===== src/hdl/vrt_pkg.sv =====
// shared types and constants of the voxel ray traversal block
package vrt_pkg;

  localparam logic [1:0]  KIND_PROBE = 2'd0;
  localparam logic [1:0]  KIND_HIT   = 2'd1;
  localparam logic [1:0]  KIND_MISS  = 2'd2;

  localparam logic        CMD_START  = 1'b0;
  localparam logic        CMD_ANSWER = 1'b1;

  localparam logic [15:0] MAXD_RESET = 16'd2048;
  localparam logic [31:0] TSTEP_TINY = 32'd655360000;
  localparam logic [31:0] T_SAT      = 32'hFFFF_FFFF;
  localparam logic [12:0] ONE_Q12    = 13'd4096;
  localparam logic [4:0]  DIV_MSB    = 5'd30;
  localparam logic [1:0]  AXIS_LAST  = 2'd2;

  typedef struct packed {
    logic               cmd;
    logic signed [31:0] origin_x;
    logic signed [31:0] origin_y;
    logic signed [31:0] origin_z;
    logic signed [15:0] dir_x;
    logic signed [15:0] dir_y;
    logic signed [15:0] dir_z;
    logic        [7:0]  block_type;
  } in_t;

  typedef struct packed {
    logic        [1:0]  kind;
    logic signed [19:0] voxel_x;
    logic signed [19:0] voxel_y;
    logic signed [19:0] voxel_z;
    logic signed [15:0] chunk_x;
    logic signed [15:0] chunk_z;
    logic        [3:0]  local_x;
    logic        [3:0]  local_z;
    logic        [2:0]  face;
    logic        [31:0] distance;
    logic        [7:0]  hit_type;
  } out_t;

  typedef struct packed {
    logic       start_load;
    logic       hit_load;
    logic       div_init;
    logic       div_step;
    logic       div_one;
    logic       mul1;
    logic       mul2;
    logic       adv;
    logic       chk1;
    logic       chk2;
    logic       out_load;
    logic [1:0] axis;
  } cmd_t;

  typedef struct packed {
    logic pending;
    logic blk_nz;
  } sts_t;

endpackage


===== src/hdl/voxel_ray_traversal.sv =====
// top level of the voxel ray traversal block
//
// channel   direction  handshake                  payload
// in        input      in_valid_i / in_ready_o    in_i (in_t)
// out       output     out_valid_o / out_ready_i  out_o (out_t)
// cfg       input      cfg_valid_i / cfg_ready_o  cfg_data_i (max_distance)
//
// a start transaction loads the ray, then runs per axis an init state,
// a 31-step serial divide and the multiply states mul1 and mul2,
// then the dda step, two chunk split stages and the output load
// an answer with a walk pending runs the dda step (none for a hit), the chunk split
// stages and output load, else no result; the lookup round trip paces the walk
// reset clears the ray state and sets max_distance to 2048; no clearing pass
// input is taken only between transactions; a stalled output holds the next result
module voxel_ray_traversal import vrt_pkg::*; #(
  parameter int unsigned CHUNK_WIDTH = 16,
  parameter int unsigned CHUNK_DEPTH = 16
) (
  input  logic        clk_i,
  input  logic        rst_ni,
  input  logic        in_valid_i,
  output logic        in_ready_o,
  input  in_t         in_i,
  output logic        out_valid_o,
  input  logic        out_ready_i,
  output out_t        out_o,
  input  logic        cfg_valid_i,
  output logic        cfg_ready_o,
  input  logic [15:0] cfg_data_i
);

  cmd_t cmd;
  sts_t sts;

  assign cfg_ready_o = 1'b1;

  vrt_controller u_ctrl (
    .clk_i       (clk_i),
    .rst_ni      (rst_ni),
    .in_valid_i  (in_valid_i),
    .in_cmd_i    (in_i.cmd),
    .in_ready_o  (in_ready_o),
    .out_valid_o (out_valid_o),
    .out_ready_i (out_ready_i),
    .sts_i       (sts),
    .cmd_o       (cmd)
  );

  vrt_datapath #(
    .CHUNK_WIDTH (CHUNK_WIDTH),
    .CHUNK_DEPTH (CHUNK_DEPTH)
  ) u_dp (
    .clk_i      (clk_i),
    .rst_ni     (rst_ni),
    .cfg_we_i   (cfg_valid_i && cfg_ready_o),
    .cfg_data_i (cfg_data_i),
    .in_i       (in_i),
    .cmd_i      (cmd),
    .sts_o      (sts),
    .out_o      (out_o)
  );

endmodule


===== src/hdl/vrt_datapath.sv =====
// datapath: ray state, shared divider, multipliers, dda step and chunk split
module vrt_datapath import vrt_pkg::*; #(
  parameter int unsigned CHUNK_WIDTH = 16,
  parameter int unsigned CHUNK_DEPTH = 16
) (
  input  logic        clk_i,
  input  logic        rst_ni,
  input  logic        cfg_we_i,
  input  logic [15:0] cfg_data_i,
  input  in_t         in_i,
  input  cmd_t        cmd_i,
  output sts_t        sts_o,
  output out_t        out_o
);

  localparam int unsigned LW = $clog2(CHUNK_WIDTH);
  localparam int unsigned SW = 21 + LW;
  localparam int unsigned PX = SW + 21;
  localparam longint unsigned MW = (64'd1 << SW) / CHUNK_WIDTH;
  localparam longint unsigned KW = ((64'd1 << 19) + CHUNK_WIDTH - 1) / CHUNK_WIDTH;
  localparam logic [20:0] OFFW = 21'(KW * CHUNK_WIDTH);
  localparam int unsigned LD = $clog2(CHUNK_DEPTH);
  localparam int unsigned SD = 21 + LD;
  localparam int unsigned PZ = SD + 21;
  localparam longint unsigned MD = (64'd1 << SD) / CHUNK_DEPTH;
  localparam longint unsigned KD = ((64'd1 << 19) + CHUNK_DEPTH - 1) / CHUNK_DEPTH;
  localparam logic [20:0] OFFD = 21'(KD * CHUNK_DEPTH);

  logic [19:0] vox_q   [3];
  logic [31:0] tnext_q [3];
  logic [31:0] tstep_q [3];
  logic        neg_q   [3];
  logic [15:0] mag_q   [3];
  logic [11:0] frac_q  [3];
  logic        dzero_q [3];
  logic [9:0]  cnt_q, lim_q;
  logic [31:0] edist_q;
  logic [2:0]  eface_q;
  logic        pend_q;
  logic [15:0] maxd_q;
  logic [1:0]  kind_q;
  logic [7:0]  htype_q;
  logic [15:0] rem_q;
  logic [29:0] quo_q;
  logic [42:0] prod_q;
  logic [20:0] ux_q, uz_q;
  logic [PX-1:0] px_q;
  logic [PZ-1:0] pz_q;
  logic [15:0] cx_q, cz_q;
  logic [3:0]  lx_q, lz_q;
  out_t        out_q;

  logic [31:0] org [3];
  logic [15:0] dir [3];
  assign org[0] = in_i.origin_x;
  assign org[1] = in_i.origin_y;
  assign org[2] = in_i.origin_z;
  assign dir[0] = in_i.dir_x;
  assign dir[1] = in_i.dir_y;
  assign dir[2] = in_i.dir_z;

  // divider step
  logic [16:0] rem_sh;
  logic        div_ge;
  assign rem_sh = {rem_q, cmd_i.div_one};
  assign div_ge = rem_sh >= {1'b0, mag_q[cmd_i.axis]};

  // reciprocal and first boundary product
  logic [31:0] ts_val;
  logic [12:0] dist_val;
  assign ts_val   = (mag_q[cmd_i.axis] >= 16'd2) ? {2'b00, quo_q} : TSTEP_TINY;
  assign dist_val = neg_q[cmd_i.axis] ? {1'b0, frac_q[cmd_i.axis]}
                                      : 13'(ONE_Q12 - {1'b0, frac_q[cmd_i.axis]});

  // dda axis choice with strict compares: a tie goes to the later axis (z, then y)
  logic [1:0]  sel;
  logic [32:0] tsum;
  logic [31:0] tsat;
  logic [23:0] reach;
  always_comb begin
    if (tnext_q[0] < tnext_q[1] && tnext_q[0] < tnext_q[2]) begin
      sel = 2'd0;
    end else if (tnext_q[1] < tnext_q[2]) begin
      sel = 2'd1;
    end else begin
      sel = 2'd2;
    end
  end
  assign tsum  = {1'b0, tnext_q[sel]} + {1'b0, tstep_q[sel]};
  assign tsat  = tsum[32] ? T_SAT : tsum[31:0];
  assign reach = {maxd_q, 8'd0};

  // chunk split by reciprocal multiply and one correction
  logic [20:0] ux_d, uz_d;
  logic [20:0] qx0, qz0, rx0, rz0, qx, qz, rx, rz;
  assign ux_d = {vox_q[0][19], vox_q[0]} + OFFW;
  assign uz_d = {vox_q[2][19], vox_q[2]} + OFFD;
  assign qx0  = px_q[SW +: 21];
  assign qz0  = pz_q[SD +: 21];
  assign rx0  = ux_q - 21'(qx0 * 21'(CHUNK_WIDTH));
  assign rz0  = uz_q - 21'(qz0 * 21'(CHUNK_DEPTH));
  always_comb begin
    if (rx0 >= 21'(CHUNK_WIDTH)) begin
      qx = qx0 + 21'd1;
      rx = rx0 - 21'(CHUNK_WIDTH);
    end else begin
      qx = qx0;
      rx = rx0;
    end
    if (rz0 >= 21'(CHUNK_DEPTH)) begin
      qz = qz0 + 21'd1;
      rz = rz0 - 21'(CHUNK_DEPTH);
    end else begin
      qz = qz0;
      rz = rz0;
    end
  end

  always_ff @(posedge clk_i or negedge rst_ni) begin
    if (!rst_ni) begin
      for (int i = 0; i < 3; i++) begin
        vox_q[i]   <= '0;
        tnext_q[i] <= '0;
        tstep_q[i] <= '0;
        neg_q[i]   <= 1'b0;
      end
      cnt_q   <= '0;
      lim_q   <= '0;
      edist_q <= '0;
      eface_q <= '0;
      pend_q  <= 1'b0;
      maxd_q  <= MAXD_RESET;
    end else begin
      if (cfg_we_i) begin
        maxd_q <= cfg_data_i;
      end
      if (cmd_i.start_load) begin
        for (int i = 0; i < 3; i++) begin
          vox_q[i] <= org[i][31:12];
          neg_q[i] <= !($signed(dir[i]) > 16'sd0);
        end
        cnt_q   <= '0;
        lim_q   <= 10'(({2'b00, maxd_q} + {1'b0, maxd_q, 1'b0}) >> 8);
        edist_q <= '0;
        eface_q <= '0;
        pend_q  <= 1'b0;
      end
      if (cmd_i.hit_load) begin
        pend_q <= 1'b0;
      end
      if (cmd_i.mul1) begin
        tstep_q[cmd_i.axis] <= ts_val;
      end
      if (cmd_i.mul2) begin
        tnext_q[cmd_i.axis] <= dzero_q[cmd_i.axis] ? T_SAT : {1'b0, prod_q[42:12]};
      end
      if (cmd_i.adv) begin
        if (cnt_q >= lim_q) begin
          pend_q <= 1'b0;
        end else begin
          vox_q[sel]   <= neg_q[sel] ? vox_q[sel] - 20'd1 : vox_q[sel] + 20'd1;
          edist_q      <= tnext_q[sel];
          tnext_q[sel] <= tsat;
          eface_q      <= {sel, !neg_q[sel]};
          cnt_q        <= cnt_q + 10'd1;
          pend_q       <= !(tnext_q[sel] > {8'd0, reach});
        end
      end
    end
  end

  always_ff @(posedge clk_i) begin
    if (cmd_i.start_load) begin
      for (int i = 0; i < 3; i++) begin
        mag_q[i]   <= dir[i][15] ? 16'(-dir[i]) : dir[i];
        frac_q[i]  <= org[i][11:0];
        dzero_q[i] <= dir[i] == 16'd0;
      end
    end
    if (cmd_i.div_init) begin
      rem_q <= '0;
      quo_q <= '0;
    end else if (cmd_i.div_step) begin
      rem_q <= div_ge ? 16'(rem_sh - {1'b0, mag_q[cmd_i.axis]}) : rem_sh[15:0];
      quo_q <= {quo_q[28:0], div_ge};
    end
    if (cmd_i.mul1) begin
      prod_q <= 43'(dist_val) * 43'(ts_val[29:0]);
    end
    if (cmd_i.hit_load) begin
      kind_q  <= KIND_HIT;
      htype_q <= in_i.block_type;
    end
    if (cmd_i.adv) begin
      htype_q <= '0;
      if (cnt_q >= lim_q || tnext_q[sel] > {8'd0, reach}) begin
        kind_q <= KIND_MISS;
      end else begin
        kind_q <= KIND_PROBE;
      end
    end
    if (cmd_i.chk1) begin
      ux_q <= ux_d;
      uz_q <= uz_d;
      px_q <= PX'(ux_d) * PX'(22'(MW));
      pz_q <= PZ'(uz_d) * PZ'(22'(MD));
    end
    if (cmd_i.chk2) begin
      cx_q <= 16'(qx - 21'(KW));
      cz_q <= 16'(qz - 21'(KD));
      lx_q <= rx[3:0];
      lz_q <= rz[3:0];
    end
    if (cmd_i.out_load) begin
      if (kind_q == KIND_MISS) begin
        out_q <= {KIND_MISS, ($bits(out_t) - 2)'(0)};
      end else begin
        out_q.kind     <= kind_q;
        out_q.voxel_x  <= vox_q[0];
        out_q.voxel_y  <= vox_q[1];
        out_q.voxel_z  <= vox_q[2];
        out_q.chunk_x  <= cx_q;
        out_q.chunk_z  <= cz_q;
        out_q.local_x  <= lx_q;
        out_q.local_z  <= lz_q;
        out_q.face     <= eface_q;
        out_q.distance <= edist_q;
        out_q.hit_type <= htype_q;
      end
    end
  end

  assign sts_o.pending = pend_q;
  assign sts_o.blk_nz  = in_i.block_type != 8'd0;
  assign out_o         = out_q;

endmodule


===== src/hdl/vrt_controller.sv =====
// controller: sequences ray setup, dda steps and result handoff
module vrt_controller import vrt_pkg::*; (
  input  logic clk_i,
  input  logic rst_ni,
  input  logic in_valid_i,
  input  logic in_cmd_i,
  output logic in_ready_o,
  output logic out_valid_o,
  input  logic out_ready_i,
  input  sts_t sts_i,
  output cmd_t cmd_o
);

  localparam logic [3:0] S_IDLE  = 4'd0;
  localparam logic [3:0] S_DINIT = 4'd1;
  localparam logic [3:0] S_DSTEP = 4'd2;
  localparam logic [3:0] S_MUL1  = 4'd3;
  localparam logic [3:0] S_MUL2  = 4'd4;
  localparam logic [3:0] S_ADV   = 4'd5;
  localparam logic [3:0] S_CHK1  = 4'd6;
  localparam logic [3:0] S_CHK2  = 4'd7;
  localparam logic [3:0] S_OUT   = 4'd8;

  logic [3:0] state_q, state_d;
  logic [4:0] bit_q, bit_d;
  logic [1:0] axis_q, axis_d;
  logic       oval_q, oval_d;
  logic       acc;

  assign in_ready_o  = state_q == S_IDLE;
  assign acc         = in_valid_i && in_ready_o;
  assign out_valid_o = oval_q;

  always_comb begin
    state_d = state_q;
    bit_d   = bit_q;
    axis_d  = axis_q;
    oval_d  = oval_q && !out_ready_i;
    cmd_o   = '0;
    cmd_o.axis    = axis_q;
    cmd_o.div_one = bit_q == DIV_MSB;
    case (state_q)
      S_IDLE: begin
        if (acc) begin
          if (in_cmd_i == CMD_START) begin
            cmd_o.start_load = 1'b1;
            axis_d  = '0;
            state_d = S_DINIT;
          end else if (sts_i.pending && sts_i.blk_nz) begin
            cmd_o.hit_load = 1'b1;
            state_d = S_CHK1;
          end else if (sts_i.pending) begin
            state_d = S_ADV;
          end
        end
      end
      S_DINIT: begin
        cmd_o.div_init = 1'b1;
        bit_d   = DIV_MSB;
        state_d = S_DSTEP;
      end
      S_DSTEP: begin
        cmd_o.div_step = 1'b1;
        bit_d = bit_q - 5'd1;
        if (bit_q == '0) begin
          state_d = S_MUL1;
        end
      end
      S_MUL1: begin
        cmd_o.mul1 = 1'b1;
        state_d = S_MUL2;
      end
      S_MUL2: begin
        cmd_o.mul2 = 1'b1;
        if (axis_q == AXIS_LAST) begin
          state_d = S_ADV;
        end else begin
          axis_d  = axis_q + 2'd1;
          state_d = S_DINIT;
        end
      end
      S_ADV: begin
        cmd_o.adv = 1'b1;
        state_d = S_CHK1;
      end
      S_CHK1: begin
        cmd_o.chk1 = 1'b1;
        state_d = S_CHK2;
      end
      S_CHK2: begin
        cmd_o.chk2 = 1'b1;
        state_d = S_OUT;
      end
      S_OUT: begin
        if (!oval_q || out_ready_i) begin
          cmd_o.out_load = 1'b1;
          oval_d  = 1'b1;
          state_d = S_IDLE;
        end
      end
      default: begin
        state_d = S_IDLE;
      end
    endcase
  end

  always_ff @(posedge clk_i or negedge rst_ni) begin
    if (!rst_ni) begin
      state_q <= S_IDLE;
      bit_q   <= '0;
      axis_q  <= '0;
      oval_q  <= 1'b0;
    end else begin
      state_q <= state_d;
      bit_q   <= bit_d;
      axis_q  <= axis_d;
      oval_q  <= oval_d;
    end
  end

endmodule


===== config.mk =====
export PLATFORM = sky130hd
export DESIGN_NAME = voxel_ray_traversal
export DESIGN_NICKNAME = d
export VERILOG_FILES = /design/src/hdl/vrt_pkg.sv /design/src/hdl/voxel_ray_traversal.sv /design/src/hdl/vrt_datapath.sv /design/src/hdl/vrt_controller.sv
export SDC_FILE = /design/constraint.sdc
export NUM_CORES = 2
export LEC_CHECK = 0
export BUFFER_PORTS_ARGS = -buffer_cell sky130_fd_sc_hd__buf_4
export CAP_MARGIN = 20
export CELL_PAD_IN_SITES_DETAIL_PLACEMENT = 0
export CELL_PAD_IN_SITES_GLOBAL_PLACEMENT = 1
export CORE_MARGIN = 2
export CORE_UTILIZATION = 52
export DETAILED_ROUTE_END_ITERATION = 6
export PLACE_DENSITY_LB_ADDON = 0.08
export SLEW_MARGIN = 15
export SYNTH_ARGS = -nofsm -noshare
export SYNTH_HDL_FRONTEND = slang
export SYNTH_SLANG_ARGS = --single-unit

===== constraint.sdc =====
create_clock -name clk_i -period 13.1 [get_ports clk_i]
set_input_delay 1.31 -clock clk_i [delete_from_list [all_inputs] [get_ports clk_i]]
set_output_delay 1.31 -clock clk_i [all_outputs]
set_load 0.1 [all_outputs]

# Yosys cells after proc, flatten, opt, wreduce, memory -nomap -nowiden
# Memories as Yosys holds them, arrays and structs flattened.
# Index checks and enable logic that the tools add are counted.
[op_classes]
add_sub_neg = 22
mul = 1
n_lt_le_gt_ge = 16
eq_ne = 17
mux = 93
n_bitwise = 2
n_reduce_logical = 27
[op_table]
columns = ["operator", "n"]
rows = [
  ["2-to-1 mux 32 bit", 11],
  ["bitwise mux 96 bit", 3],
  ["2-to-1 mux 96 bit", 3],
  ["2-to-1 mux 60 bit", 3],
  ["binary-select mux 32 bit (select 2 bit)", 2],
  ["demux 32 bit (select 2 bit)", 2],
  ["less-than comparator 32 bit", 3],
  ["2-to-1 mux 16 bit", 6],
  ["2-to-1 mux 20 bit", 4],
  ["bitwise mux 60 bit", 1],
  ["> comparator 16 x 1 -> 1 bit, second input constant", 3],
  ["zero test 16 bit", 3],
  ["negation 16 bit", 3],
  ["multiplier 13 x 30 -> 43 bit", 1],
  ["adder 21 x 20 -> 21 bit, second input constant", 2],
  [">= comparator 21 x 5 -> 1 bit, second input constant", 2],
  ["subtractor 21 bit", 2],
  ["binary-select mux 20 bit (select 2 bit)", 1],
  ["demux 20 bit (select 2 bit)", 1],
  ["one-hot mux 4 bit (9 select lines)", 1],
  ["adder 32 x 32 -> 33 bit", 1],
  ["adder 16 x 1 -> 16 bit, second input constant", 2],
  ["> comparator 32 x 24 -> 1 bit", 1],
  ["2-to-1 mux 4 bit", 8],
  ["other kinds (43)", 109],
]
[totals]
reg_bits = 665
ram_bits = 87
input_bits = 174
out_inout_bits = 148
word_cells = 225
n_memories = 3
[memory_table]
columns = ["memory", "depth", "width", "rd", "rd_clocked_by_memory_dff", "write_ports", "line_no", "text"]
rows = [
  ["u_dp.mag_q", 3, 16, 1, 0, 3, "vrt_datapath.sv:33", "logic [15:0] mag_q [3];"],
  ["u_dp.frac_q", 3, 12, 1, 0, 3, "vrt_datapath.sv:34", "logic [11:0] frac_q [3];"],
  ["u_dp.dzero_q", 3, 1, 1, 0, 3, "vrt_datapath.sv:35", "logic dzero_q [3];"],
]

# Longest topological paths before layout
[depth]
depth_word = 12
mapped_depth = 35
depth_no_buf = 33

# By module
# From an unflattened synthesis, not the netlist that was laid out.
[unflattened]
hier_cells = 5054
hier_area_um2 = 49311.0
[by_module_without_submodules]
columns = ["module", "n_inst", "cells_each", "area_per_inst_um2", "seq_area_each_um2"]
rows = [
  ["vrt_datapath", 1, 4972, 48536.6, 19474.9],
  ["vrt_controller", 1, 80, 763.2, 300.3],
  ["voxel_ray_traversal", 1, 2, 11.3, 0.0],
]

# Worst setup path after synthesis
# No wires, ideal clock.
[synth_timing]
kind = "input port to flip-flop"
start = "in out_ready_i"
end = "reg u_dp.out_q, in the netlist u_dp.out_o[0], enable pin"
setup_time_ns = 0.667
arrival_ns = 7.821
required_time_ns = 12.433
slack_ns = 4.613
path_stages = 2
path_cell_list = "nand2b_1 -> nor2b_1"
[synth_rtl]
columns = ["item", "line_no", "text"]
rows = [
  ["from (decl)", "voxel_ray_traversal.sv:25", "input logic out_ready_i,"],
  ["to (signal assigned)", "vrt_datapath.sv:216", "out_q <= {KIND_MISS, ($bits(out_t) - 2)'(0)};"],
  ["to (decl)", "vrt_datapath.sv:51", "out_t out_q;"],
]

# Final worst setup path
[layout_timing]
start = "reg u_ctrl.axis_q[0]"
end = "reg u_dp.prod_q[40] (data pin)"
[layout_between]
elab_chain_cells = 6
[layout_lines]
columns = ["item", "line_no", "text"]
rows = [
  ["from (decl)", "vrt_controller.sv:26", "logic [1:0] axis_q, axis_d;"],
  ["from (signal assigned)", "vrt_controller.sv:116", "axis_q <= axis_d;"],
  ["branches (longest 5 deep; another with subtractor 13 x 12 -> 13 bit)", "-", ""],
  ["multiplier 13 x 30 -> 43 bit (*)", "vrt_datapath.sv:188", "prod_q <= 43'(dist_val) * 43'(ts_val[29:0]);"],
  ["to (signal assigned)", "vrt_datapath.sv:188", ""],
  ["to (decl)", "vrt_datapath.sv:45", "logic [42:0] prod_q;"],
]
# Mark *: on every way between the ends. The select of a mux whose other input is x is not followed.
# A chain may end at the register's enable or synchronous reset.

==> reports/results.ini <==
[synthesis]
synth_area_leader_cell=edfxtp_1
netlist.area_leader.share=0.211
netlist_area_sq_um=49100
synth_cell_types=88
synth_nets=5919
netlist_instances=5141
synth_common_cells=nand2_1, inv_1, nor2_1
synth.avg_cell_area_sq_um=9.55
ys.flop_type=edfxtp_1
synth.most_common_cell=nand2_1
yosysSeqAreaShare=0.403
async_flop_share=0.455
synth_edf_count=345
synth.area.top_cells=edfxtp_1, dfrtp_1, fa_1
synth_seq_cells=732
ys_warn_count=0

[clocking]
clock_sinks=732
cts_setup_buffers=0
clock_latency_ns=0.68
path_clk_slew_ns=0.06
clockRootBuffer=clkbuf_16
hold_buffers=0
cts_made_buffers=83
cts_tree=yes
clock_path_buffers=3
cts_resized=0
cts_max_level=3

[grt]
grt_util_met1=0.402
antenna_found_initial=2
grt_pass1_vias=37200
overflow=0
use_met3=0.0335
grt_busiest_layer=met2
global_route.usage.met2=0.470
track_usage=0.290
grt_max_degree=103
grt_pass1_wl_mm=219

[placed_design]
dpl.hpwl_mm=103
gp_congestion=0.938
numPortBuffers=320

[drt]
postRouteWirelength_mm=139
ant_nets=0
drt-pass1-iter-count=6
via_count=37300
vias_per_cell=5.61
drt_iter0_drc=2965
route.detailed.drc=0
wl_per_cell_um=21.0

[flow_run]
cap_violations=0

[sta]
slew_headroom=0.243
hold_violations=0
setup-violations-final=0
drv_slew=0
finalCritPeriodShare=0.744
max_freq_mhz=103
grt_setup_unrepaired=false
layout_min_cycle_time_ns=9.75
finalSetupTns_ns=0
fin_worst_skew_ns=0.0473
tightest_slew_ns=1.13

[hold_path]
hold_path.class=reg -> reg

[setup_path]
cp.arrival_ns=10.18
path_class=reg -> reg
crit_path_end_kind=register
cp.required_ns=13.53
crit_slowest_cell=xor2_1
crit_fanout=25
path_common_cell=fa_1
cpPeakStageDelay_ns=0.81
startpoint_type=register

[outcome]
status=completed

[floorplanning]
core_sq_um=93500
die-area_sq_um=96800
die_w_um=311
io_pins=322
die_y_um=311
initial_core_util=0.525
rows=112

[cells_and_area]
drive_gt1_frac=0.108
n_fill_cell=8166
syn2layout_area_growth_pct=13.6
nets=6108

-- through the flow --
stage,cell area (sq um),setup slack [ns],utilization,hold slack (ns),cells
after floorplan,49100,4.61,-,0.400,5141
after global placement,52600,3.63,0.563,0.400,6498
after detailed placement,52600,3.47,0.563,0.405,6498
after CTS,55700,3.45,0.596,0.417,6654
after global routing,55700,2.93,0.596,0.421,6655
final,55700,3.35,0.596,0.416,6656
-- cells in the final DEF, fill, tap and decap left out, types with 260 or more instances in the layout --
master	count
buf_4	374
nand2_1	789
a21oi_1	260
nor2_1	453
fa_1	310
inv_1	493
dfrtp_1	331
o21ai_0	354
edfxtp_1	345
ha_1	294
-- flip-flops by register name (all words and copies together), names as in the netlist, 4 cells and up --
| signal | cells |
|---|---|
| u_dp.lx_q | 4 |
| u_dp.lz_q | 4 |
| u_dp.cnt_q | 10 |
| u_dp.prod_q | 31 |
| u_dp.maxd_q | 16 |
| u_dp.cx_q | 16 |
| u_dp.edist_q | 32 |
| u_dp.lim_q | 10 |
| u_ctrl.state_q | 4 |
| u_dp.htype_q | 8 |
| u_dp.mag_q | 48 |
| u_ctrl.bit_q | 5 |
| u_dp.tnext_q | 96 |
| u_dp.cz_q | 16 |
| u_dp.out_o | 145 |
| u_dp.uz_q | 20 |
| u_dp.ux_q | 20 |
| u_dp.quo_q | 30 |
| u_dp.tstep_q | 90 |
| u_dp.frac_q | 36 |
| u_dp.vox_q | 60 |
| u_dp.rem_q | 16 |
-- critical path, delay by kind of cell, from the launching register on --
family	cells	cell delay [ns]
adder cells (fa/ha/maj)	7	3.08
AO/OA/AOI/OAI	12	2.92
buffers and inverters	4	1.00
XOR/XNOR	2	0.95
AND/OR/NAND/NOR	5	0.59
flip-flops	1	0.53
multiplexers	1	0.40
-- layer usage --
layer | wire (um) | part of all wire | vias up
met3 | 7220 | 0.052 | 230
met4 | 5300 | 0.038 | 0
met5 | 0 | 0 | -
met2 | 64900 | 0.47 | 1158
li1 | - | - | 17700
met1 | 62000 | 0.44 | 18300
-- final timing paths --
check / startpoint / to / slack [ns] / cells after the start
setup reg to reg: u_ctrl.axis_q[0]$_DFFE_PN0P_ / u_dp.prod_q[40]$_DFFE_PP_ / 3.35 / 31
hold reg to reg: u_dp.ux_q[13]$_DFFE_PP_ / u_dp.cx_q[9]$_DFFE_PP_ / 0.42 / 0
max in group asynchronous: rst_ni / u_dp.vox_q[56]$_DFF_PN0_ / 10.31 / 3
min in group asynchronous: rst_ni / u_ctrl.axis_q[0]$_DFFE_PN0P_ / 0.60 / 1
setup / recovery: u_ctrl.axis_q[0]$_DFFE_PN0P_ / u_dp.prod_q[40]$_DFFE_PP_ / 3.35 / 31
hold / removal: u_dp.ux_q[13]$_DFFE_PP_ / u_dp.cx_q[9]$_DFFE_PP_ / 0.42 / 0
-- layout make-up --
class	count	area [sq um]	area share
Multi-Input combinational cell	3642	26600	0.477
Sequential cell	732	19800	0.355
Timing Repair Buffer	376	2850	0.0511
Clock buffer	106	2300	0.0412
Inverter	495	1860	0.0334
Tap cell	1254	1570	0.0282
Clock inverter	50	759	0.0136
Antenna cell	1	2.50	0.0000449
-- kinds of logic (layout without fill, tap and decap cells) --
| family | after synthesis | after routing | synth area share |
|---|---|---|---|
| xor+xnor | 136 | 136 | 0.0243 |
| buf+inv | 767 | 1027 | 0.0592 |
| fa+ha+maj | 604 | 604 | 0.201 |
| simple gates | 1765 | 1765 | 0.160 |
| mux | 121 | 121 | 0.0256 |
| compound gates | 1015 | 1015 | 0.126 |
| other cells | 1 | 2 | 0.0000764 |
| flops | 732 | 732 | 0.403 |
Power is left out: the tool's default activity adds up to more than one toggle a clock period on the data nets, which glitch-free logic cannot reach.
